[config.mk]
export PLATFORM = sky130hd
export DESIGN_NAME = khfr_cell
export DESIGN_NICKNAME = d
export VERILOG_FILES = /design/src/khfr_pkg.sv /design/src/khfr_cell.sv
export SDC_FILE = /design/constraint.sdc
export NUM_CORES = 1
export LEC_CHECK = 0
export ABC_CLOCK_PERIOD_IN_PS = 1400
export BUFFER_PORTS_ARGS = -buffer_cell sky130_fd_sc_hd__buf_2
export CAP_MARGIN = 20
export CORE_ASPECT_RATIO = 0.7
export CORE_MARGIN = 4
export CORE_UTILIZATION = 43
export CTS_BUF_LIST = sky130_fd_sc_hd__clkbuf_2 sky130_fd_sc_hd__clkbuf_4 sky130_fd_sc_hd__clkbuf_8
export CTS_CLUSTER_DIAMETER = 150
export CTS_CLUSTER_SIZE = 25
export DETAILED_ROUTE_END_ITERATION = 10
export GPL_ROUTABILITY_DRIVEN = 0
export PLACE_DENSITY = 0.85
export SLEW_MARGIN = 20
export SYNTH_ARGS = -nofsm -noshare
export SYNTH_HDL_FRONTEND = slang
export SYNTH_SLANG_ARGS = --single-unit
export TNS_END_PERCENT = 20
[constraint.sdc]
create_clock -name i_clk -period 1.4 [get_ports i_clk]
set_input_delay 0.14 -clock i_clk [delete_from_list [all_inputs] [get_ports i_clk]]
set_output_delay 0.14 -clock i_clk [all_outputs]
set_load 0.01 [all_outputs]
[src/khfr_pkg.sv]
// shared types and constants for the key hit frequency ranking block
// used by khfr_cell and key_hit_frequency_ranking_top
package khfr_pkg;

    localparam int KEY_SLOTS    = 256;
    localparam int BUTTON_SLOTS = 8;
    localparam int SLOTS        = KEY_SLOTS + BUTTON_SLOTS;

    localparam int ID_W  = 9;
    localparam int CNT_W = 24;
    localparam int TOT_W = 32;

    localparam logic [ID_W-1:0]  IDX_LAST  = ID_W'(SLOTS - 1);
    localparam logic [ID_W-1:0]  SLOTS_ID  = ID_W'(SLOTS);
    localparam logic [CNT_W-1:0] CNT_MAX   = '1;
    localparam logic [TOT_W-1:0] TOT_MAX   = '1;

    localparam logic [1:0] CMD_PRESS   = 2'd0;
    localparam logic [1:0] CMD_RELEASE = 2'd1;
    localparam logic [1:0] CMD_QUERY   = 2'd2;

    typedef struct packed {
        logic [ID_W-1:0]  key;
        logic [CNT_W-1:0] count;
        logic             held;
    } t_entry;

endpackage

[src/khfr_cell.sv]
// one rank position of the ring: key, count and held flag
// depends on khfr_pkg
module khfr_cell (
    input  logic                      i_clk,
    input  logic                      i_rst_n,
    input  logic                      i_shift,
    input  logic [khfr_pkg::ID_W-1:0] i_init_key,
    input  khfr_pkg::t_entry          i_entry,
    output khfr_pkg::t_entry          o_entry
);
    import khfr_pkg::*;

    t_entry r_entry;

    always_ff @(posedge i_clk) begin
        if (!i_rst_n) begin
            r_entry.key   <= i_init_key;
            r_entry.count <= '0;
            r_entry.held  <= 1'b0;
        end else if (i_shift) begin
            r_entry <= i_entry;
        end
    end

    assign o_entry = r_entry;

endmodule
# [After elaboration in Yosys (flattened, before gate mapping)]
# Index checks and enable logic that the tools add are counted.
[totals] reg_bits=34 latch_bits=0 mem_bits_rw=0 romBits=0 inputBits=46 output_inout_bits=34 elab_cells=6 memories=0
[classes] n_addsub=0 n_mul=0 div=0 order_cmp=0 n_eq_ne=1 shifts=0 n_mux=2 bitwise_logic=0 n_reduce_logical=0
[op_table] op="$mux W34" n=2
[op_table] op="$ne A2 B1 Y1 const B" n=1

# [Logic depth before layout (Yosys ltp)]
# Gate-level depths: netlist of run 1.
[depth] ltp_word=2 mapped_depth=4 ltp_nobuf=2

# [Worst setup path before layout of run 1]
# No wires, ideal clock.
[synth_path] path_type="input -> register" from="input port i_shift" to="register r_entry, in the netlist o_entry[25] (enable)" setup_ns=0.287 t_arrival_ns=0.741 t_required_ns=1.113 path_slack_ns=0.372 stages=3 n_path_buf=2 path_cell_list="buf_6 > buf_8 > or2b_1"
[synth_between] elab_chain_len=1
[synth_lines] element="from (decl)" line_no="khfr_cell.sv:6" rtl="input logic i_shift,"
[synth_lines] element="$ne A2 B1 Y1 (no source line)"
[synth_lines] element="to (signal assigned)" line_no="khfr_cell.sv:21" rtl="r_entry <= i_entry;"
[synth_lines] element="to (decl)" line_no="khfr_cell.sv:13" rtl="t_entry r_entry;"
# Every way passes these cells.
# A chain may end at the register's enable or synchronous reset.

# [Worst setup path after layout of run 1]
[layout_path] from="register r_entry, in the netlist o_entry[30]" to="output port o_entry[30] (netlist name)"
[layout_lines] element="to (decl)" line_no="khfr_cell.sv:9" rtl="output khfr_pkg::t_entry o_entry"
# No word-level cell between the ends.

==> flow_summary.yaml, run 1 <==
drt:
  first_pass_iters: 4
  ant_nets: 0
  dr.first_iter.drc_count: 37
  drc: 0
  wl_per_cell_microns: 13.3
  detail_route.vias_per_cell: 4.71
  wirelength_microns: 2980
  vias: 1054
global_route:
  grt_overflow_total: 0
  grt_pass1_wl_microns: 4720
  first_global_vias: 1046
  antenna_found_initial: 0
  grt_max_degree: 21
  track_usage_pct: 15.7
clock_network:
  post-cts-setup-buffer-count: 0
  cts_tree: "done"
  clk_latency_ps: 260
  htree_levels: 2
  numCtsBuffers: 5
  clkTransAtPathRegs_ps: 70
  cts_root_buf: "clkbuf_8"
  ctsResizeCount: 0
  hold_buffers: 0
  clockBufferDepth: 2
  cts.sinks: 34
floorplanning:
  die-area_sq_um: 3940
  core.rowCount: 16
  dieHeight_microns: 53.7
  io_pins: 80
  die_w_microns: 73.3
  initial_core_util_pct: 45.5
  core_area_sq_um: 2820
timing:
  fin_skew_ps: 0
  max_slew.worst_pin.slew_ps: 386
  fin_setup_tns_ps: 0
  rsz0062_at_grt: "false"
  min_period_ps: 918
  hold_viol: 0
  setup_violations: 0
  fin_crit_sh_pct: 65.6
  slew_violations: 0
  max_freq_mhz: 1090
  relSlewSlack_pct: 74.2
  holdWs_ps: 105
critical_path:
  critPathLaunchType: "flip-flop"
  path_buf_inv: 1
  endpoint: "o_entry[30]"
  r2r_end: "o_entry[16]"
  critical_path.top_delay_family: "flip-flops"
  cp_max_fo: 1
  cp.required_ps: 1260
  reg2reg_depth: 2
  setup.worst_path.end_class: "output port"
  max_stage_delay_ps: 370
  cp_cell_sequence: "buf_2"
  r2r_slack_ps: 780
  cp.arrival_ps: 780
  path_depth: 1
  cp_slowest_cell: "edfxtp_1"
  crit_start: "o_entry[30]"
  timing.rr.start: "o_entry[16]"
  criticalPathCategory: "flip-flop to output port"
finish:
  diodes: 0
  layout-drive-gt1-share_pct: 48.4
  layout_common_cells: "buf_2, mux2i_1, nor2_1, dfxtp_1, edfxtp_1"
  final_common_cell: "buf_2"
  largest_register_ff_count: 34
  nNetsFinal: 233
  fin_util_pct: 62.9
  area_delta_synth_final_pct: 38.3
logic_synthesis:
  synth_area_leaders: "dfxtp_1, edfxtp_1, mux2i_1"
  yosys.area.top_type: "dfxtp_1"
  syn_nets: 151
  avgSynthCellArea_sq_um: 12.2
  synth_cell_types: 14
  netlist.area_leader.share_pct: 38.9
  postSynthCellCount: 105
  yosys_warnings: 0
  ys_seq_area_share_pct: 60.0
  synth_area_sq_um: 1280
  ys_ff_latch: 34
power:
  seqPwrFrac_pct: 51.9
  vdd_drop_max_mv: 0.798
  p_sw_share_pct: 22.8
  p_per_area_nw_per_um2: 1200
  leakage_uw: 0.000951
  pwr-share-comb_pct: 14.2
  p_int_uw: 1650
  p_sw_uw: 488
  p_clk_share_pct: 33.9
placement:
  io_buffers: 79
  dp_hpwl_microns: 2380
run_status:
  status: "completed"
job:
  drv_cap: 0
min_path:
  worstHoldPathType: "input port to flip-flop"
per-stage QoR:
stage / area (sq um) / cells / setup slack (ps) / total power [uW]
after global placement: 1680 / 216 / 354 / 1430
after detailed placement: 1680 / 216 / 306 / 1440
after floorplan: 1280 / 105 / 372 / 1300
final: 1780 / 224 / 482 / 2140
after global routing: 1780 / 224 / 443 / 2250
after CTS: 1780 / 224 / 470 / 2160
layer usage:
layer  track usage [%]  share of wire, %  vias up
met1              18.2                40      479
met4              3.61              0.27        0
li1                  -                 -      524
met5                 0                 0        -
met3              6.72                11        2
met2              27.4                48       49
power groups by stage:
stage	clock network, uW	registers [uW]	logic (uW)
2_1_floorplan	0	1170	127
3_3_place_gp	0	1130	300
3_5_place_dp	0	1130	308
4_1_cts	743	1110	309
5_1_grt	792	1120	333
6_report	726	1110	304
area by class of cell:
type | instances | area (sq um)
clock buffer | 7 | 90.1
clock inverter | 1 | 5.00
fill | 253 | 1050
inverter | 2 | 7.51
multi-input combinational | 62 | 440
sequential | 34 | 771
tap | 36 | 45.0
timing repair buffer | 82 | 418
synth_stat cells:
cell type / count
a22o_1: 8
and2_4: 1
buf_1: 1
buf_2: 2
buf_6: 2
buf_8: 2
dfxtp_1: 25
edfxtp_1: 9
inv_1: 2
mux2i_1: 25
nand3_1: 1
nor2_1: 25
o21ai_0: 1
or2b_1: 1
how the worst min path moves through the flow:
stage / from / depth (start not counted) / end / slack [ps]
2_1_floorplan: i_entry[0] / 2 / o_entry[0] / 290
3_3_place_gp: i_entry[12] / 3 / o_entry[12] / 370
3_5_place_dp: i_entry[1] / 3 / o_entry[1] / 380
4_1_cts: i_entry[23] / 3 / o_entry[23] / 110
5_1_grt: i_entry[22] / 3 / o_entry[22] / 100
6_report: i_entry[4] / 3 / o_entry[4] / 100
kinds of logic (layout without fill, tap and decap cells):
family | Yosys count | in the layout | share of synthesized area [%]
mux | 25 | 25 | 19.5
compound gates | 9 | 9 | 5.84
simple gates | 28 | 28 | 8.96
flops | 34 | 34 | 60.0
buf+inv | 9 | 92 | 5.74
No activity file was read; power rests on OpenSTA's default activity.
==> inputs of run 2 (changes only) <==
--- a/config.mk
+++ b/config.mk
@@ -5,7 +5,7 @@
 export SDC_FILE = /design/constraint.sdc
 export NUM_CORES = 1
 export LEC_CHECK = 0
-export ABC_CLOCK_PERIOD_IN_PS = 1400
+export ABC_CLOCK_PERIOD_IN_PS = 900
 export BUFFER_PORTS_ARGS = -buffer_cell sky130_fd_sc_hd__buf_2
 export CAP_MARGIN = 20
 export CORE_ASPECT_RATIO = 0.7
==> constraint.sdc (replaced) <==
create_clock -name i_clk -period 0.9 [get_ports i_clk]
set_input_delay 0.09 -clock i_clk [delete_from_list [all_inputs] [get_ports i_clk]]
set_output_delay 0.09 -clock i_clk [all_outputs]
set_load 0.01 [all_outputs]
==> run 2 against run 1 <==
Compared with the run above:
- core utilization up 0.98 points
- register-to-register slack worse by 500 ps
- final cell count up 0.89%
- flip-flop and latch count unchanged
- power up 56%
- sequential power up 56%
- critical endpoint is now o_entry[31]
- combinational power up 62%
==> flow_summary.yaml, run 2 (synthesized netlist as in run 1, its figures left out) <==
placement:
  dp.cells: 218
  place_ws_ps: -26.7
  dpl_cell_area_sq_um: 1710
  io_buffers: 79
  dp_hpwl_microns: 2380
global_route:
  antenna_found_initial: 0
  grt_max_degree: 16
  track_usage_pct: 15.5
  grt_pass1_wl_microns: 4610
  grt_overflow_total: 0
  first_global_vias: 1040
timing:
  fin_skew_ps: 0
  fin_crit_sh_pct: 99.8
  setup_violations: 0
  max_slew.worst_pin.slew_ps: 318
  slew_violations: 0
  max_freq_mhz: 1110
  min_period_ps: 898
  finalWorstSetupSlack_ps: 1.79
  hold_viol: 0
  relSlewSlack_pct: 78.8
  rsz0062_at_grt: "true"
clock_network:
  cts.sinks: 34
  clockBufferDepth: 2
  hold_buffers: 0
  clkTransAtPathRegs_ps: 70
  ctsResizeCount: 0
  clk_latency_ps: 270
  cts_root_buf: "clkbuf_8"
  numCtsBuffers: 5
  htree_levels: 2
  cts_tree: "done"
run_status:
  status: "completed"
finish:
  design_area_sq_um: 1800
  nNetsFinal: 235
  finalNonFillerCells: 226
  layout-drive-gt1-share_pct: 49.5
  layout_common_cells: "buf_2, mux2i_1, nor2_1, dfxtp_1, edfxtp_1"
  largest_register_ff_count: 34
  area_delta_synth_final_pct: 40.4
  final_common_cell: "buf_2"
  diodes: 0
power:
  p_int_uw: 2580
  seqPwrFrac_pct: 51.9
  leakage_uw: 0.000965
  p_sw_uw: 756
  p_per_area_nw_per_um2: 1850
  p_sw_share_pct: 22.7
  p_clk_share_pct: 33.3
  power_uw: 3330
  pwr-share-comb_pct: 14.8
  vdd_drop_max_mv: 1.07
floorplanning:
  dieHeight_microns: 53.7
  io_pins: 80
  die_w_microns: 73.3
  die-area_sq_um: 3940
  core_area_sq_um: 2820
  core.rowCount: 16
  initial_core_util_pct: 45.5
drt:
  detail_route.vias_per_cell: 4.79
  top_layer: "met4"
  wl_met1_microns: 1270
  wirelength_microns: 3090
  dr.first_iter.drc_count: 47
  wl_per_cell_microns: 13.7
  drc: 0
  ant_nets: 0
  vias: 1082
  met2_wirelength_microns: 1470
  first_pass_iters: 4
  wl_met3_microns: 324
critical_path:
  path_buf_inv: 1
  setup.worst_path.end_class: "output port"
  cp_cell_sequence: "buf_2"
  cp.arrival_ps: 810
  path_depth: 1
  cp.required_ps: 810
  cp_max_fo: 1
  criticalPathCategory: "flip-flop to output port"
  reg2reg_depth: 2
  cp_slowest_cell: "edfxtp_1"
  critical_path.top_delay_family: "flip-flops"
  max_stage_delay_ps: 380
  critPathLaunchType: "flip-flop"
min_path:
  worstHoldPathType: "input port to flip-flop"
  hold_depth: 3
job:
  drv_cap: 0
run 2: path summary, 6_finish.rpt:
path	from	end	slack, ps
max	o_entry[31]	o_entry[31]	2
max reg2reg	o_entry[10]	o_entry[10]	280
min reg2reg	o_entry[5]	o_entry[5]	490
min	i_entry[16]	o_entry[16]	50
run 2: layout make-up:
cell class	count	area (sq um)
fillers	239	1020
repair buffers	84	445
inverters	2	7.51
multi-input cells	62	444
clock buffers	8	91.3
flip-flops and latches	34	771
well taps	36	45.0
run 2: metal layers:
layer	global-route usage [%]	vias up
met5	0	-
met4	6.33	0
met3	4.85	6
met2	28.0	56
met1	17.2	492
li1	-	528
run 2: timing repair:
item                                   CTS  global route
pin swaps                                0             0
setup endpoints to repair                1             6
buffers inserted                         0             0
endpoints found under the hold margin    0             0
run 2: through the flow:
stage | setup TNS (ps) | util (%) | hold WS, ps
6_report | 0 | 63.9 | 49.2
5_1_grt | -69.0 | 63.9 | 54.8
4_1_cts | -10.8 | 63.9 | 41.6
3_5_place_dp | -220 | 60.7 | 333
3_3_place_gp | 0 | 60.7 | 323
2_1_floorplan | 0 | - | 237
run 2: power groups by stage:
stage | combinational [uW] | clock [uW] | sequential, uW
3_5_place_dp | 495 | 0 | 1760
6_report | 493 | 1110 | 1730
5_1_grt | 536 | 1220 | 1740
2_1_floorplan | 205 | 0 | 1820
4_1_cts | 498 | 1160 | 1730
3_3_place_gp | 481 | 0 | 1750
==> inputs of run 3 (changes only) <==
--- a/config.mk
+++ b/config.mk
@@ -17,6 +17,7 @@
 export DETAILED_ROUTE_END_ITERATION = 10
 export GPL_ROUTABILITY_DRIVEN = 0
 export PLACE_DENSITY = 0.85
+export SETUP_SLACK_MARGIN = 0.1
 export SLEW_MARGIN = 20
 export SYNTH_ARGS = -nofsm -noshare
 export SYNTH_HDL_FRONTEND = slang
==> run 3 against run 2 <==
Compared with the run above:
- the run now ends with setup timing left
- clock-buffer cell count did not move
- combinational power rose by 16%
- routed wire length rose by 7.2%
- cell area rose by 10%
- power rose by 3.4%
- clock power barely moved
- global-route usage rose by 1.5 points
- fmax fell by 0.44%
- critical endpoint unchanged
- die area did not move
==> flow_summary.yaml, run 3 (synthesized netlist as in run 1, its figures left out) <==
finish:
  layout-drive-gt1-share_pct: 62.6
  final_common_cell: "buf_2"
  design_area_sq_um: 1990
  area_delta_synth_final_pct: 55.0
  nNetsFinal: 235
  largest_register_ff_count: 34
  layout_common_cells: "buf_2, mux2i_1, nor2_1, dfxtp_2, buf_6"
  diodes: 0
critical_path:
  path_buf_inv: 1
  setup.worst_path.end_class: "output port"
  cp_cell_sequence: "buf_2"
  critical_path.top_delay_family: "flip-flops"
  cp_max_fo: 1
  critPathLaunchType: "flip-flop"
  max_stage_delay_ps: 380
  criticalPathCategory: "flip-flop to output port"
  cp_slowest_cell: "edfxtp_1"
  cp.arrival_ps: 810
  cp.required_ps: 810
job:
  drv_cap: 0
timing:
  slew_violations: 0
  hold_viol: 0
  rsz0062_at_grt: "true"
  fin_skew_ps: 0
  max_freq_mhz: 1110
  relSlewSlack_pct: 78.8
  max_slew.worst_pin.slew_ps: 318
  setup_violations: 1
  finalWorstSetupSlack_ps: -2.21
  min_period_ps: 902
  fin_crit_sh_pct: 100
clock_network:
  clkTransAtPathRegs_ps: 60
  post-cts-setup-buffer-count: 0
  cts_root_buf: "clkbuf_8"
  cts.sinks: 34
  ctsResizeCount: 50
  htree_levels: 2
  hold_buffers: 0
  clockBufferDepth: 2
  clk_latency_ps: 270
  numCtsBuffers: 5
  cts_tree: "done"
global_route:
  grt_max_degree: 16
  first_global_vias: 1086
  grt_pass1_wl_microns: 5020
  track_usage_pct: 17.0
  antenna_found_initial: 0
  grt_overflow_total: 0
floorplanning:
  io_pins: 80
  dieHeight_microns: 53.7
  die_w_microns: 73.3
  initial_core_util_pct: 45.5
  die-area_sq_um: 3940
  core_area_sq_um: 2820
  core.rowCount: 16
drt:
  top_layer: "met4"
  ant_nets: 0
  detail_route.vias_per_cell: 4.86
  wirelength_microns: 3310
  wl_per_cell_microns: 14.6
  wl_met3_microns: 350
  vias: 1099
  met2_wirelength_microns: 1680
  drc: 0
  wl_met1_microns: 1270
  dr.first_iter.drc_count: 38
  first_pass_iters: 4
run_status:
  status: "complete, but fails checks"
  violations: "setup timing"
power:
  vdd_drop_max_mv: 1.10
  leakage_uw: 0.00100
  p_per_area_nw_per_um2: 1730
  power_uw: 3450
placement:
  dpl_cell_area_sq_um: 1710
  dp_hpwl_microns: 2380
  io_buffers: 79
min_path:
  worstHoldPathType: "input port to flip-flop"
## run 3: cell counts in the layout (fill, tap and decap cells not counted)
Identical to the previous run, type by type.
## run 3: layer usage
metal | vias to the layer above | global-route usage, %
met3 | 2 | 5.78
met1 | 518 | 18.7
met5 | - | 0
li1 | 528 | -
met2 | 51 | 30.9
met4 | 0 | 6.33
## run 3: final cells by class
type | count | area (sq um)
tap | 36 | 45.0
sequential | 34 | 802
multi-input combinational | 62 | 444
timing repair buffer | 84 | 602
fill | 203 | 831
inverter | 2 | 7.51
clock buffer | 8 | 91.3
## run 3: through the flow
stage               setup WS, ps  hold slack (ps)  std cells  utilization [%]  setup TNS (ps)
global placement            49.3              323        218             60.7               0
global route               -35.0             54.8        226             70.6           -61.7
detailed placement         -26.7              333        218             60.7            -220
finish                     -2.21             45.6        226             70.6           -2.21
floorplan                   2.76              237        105                -               0
CTS                        -10.8             41.3        226             70.6           -10.8
## run 3: worst register-to-register path, delay by kind of cell (launching register included)
family	cells	cell delay, ps
mux	1	170
flops	1	330
simple gates	1	70
## run 3: final timing paths
path | start | to | slack, ps | depth (start not counted)
hold reg to reg | o_entry[16] | o_entry[16] | 500 | 2
hold / removal | i_entry[16] | o_entry[16] | 50 | 3
setup / recovery | o_entry[31] | o_entry[31] | -2 | 1
setup reg to reg | o_entry[22] | o_entry[22] | 220 | 2
## run 3: power by group
group / total [uW] / switching (uW) / internal [uW]
clock network: 1120 / 482 / 639
registers: 1760 / 57.1 / 1700
logic: 570 / 246 / 324
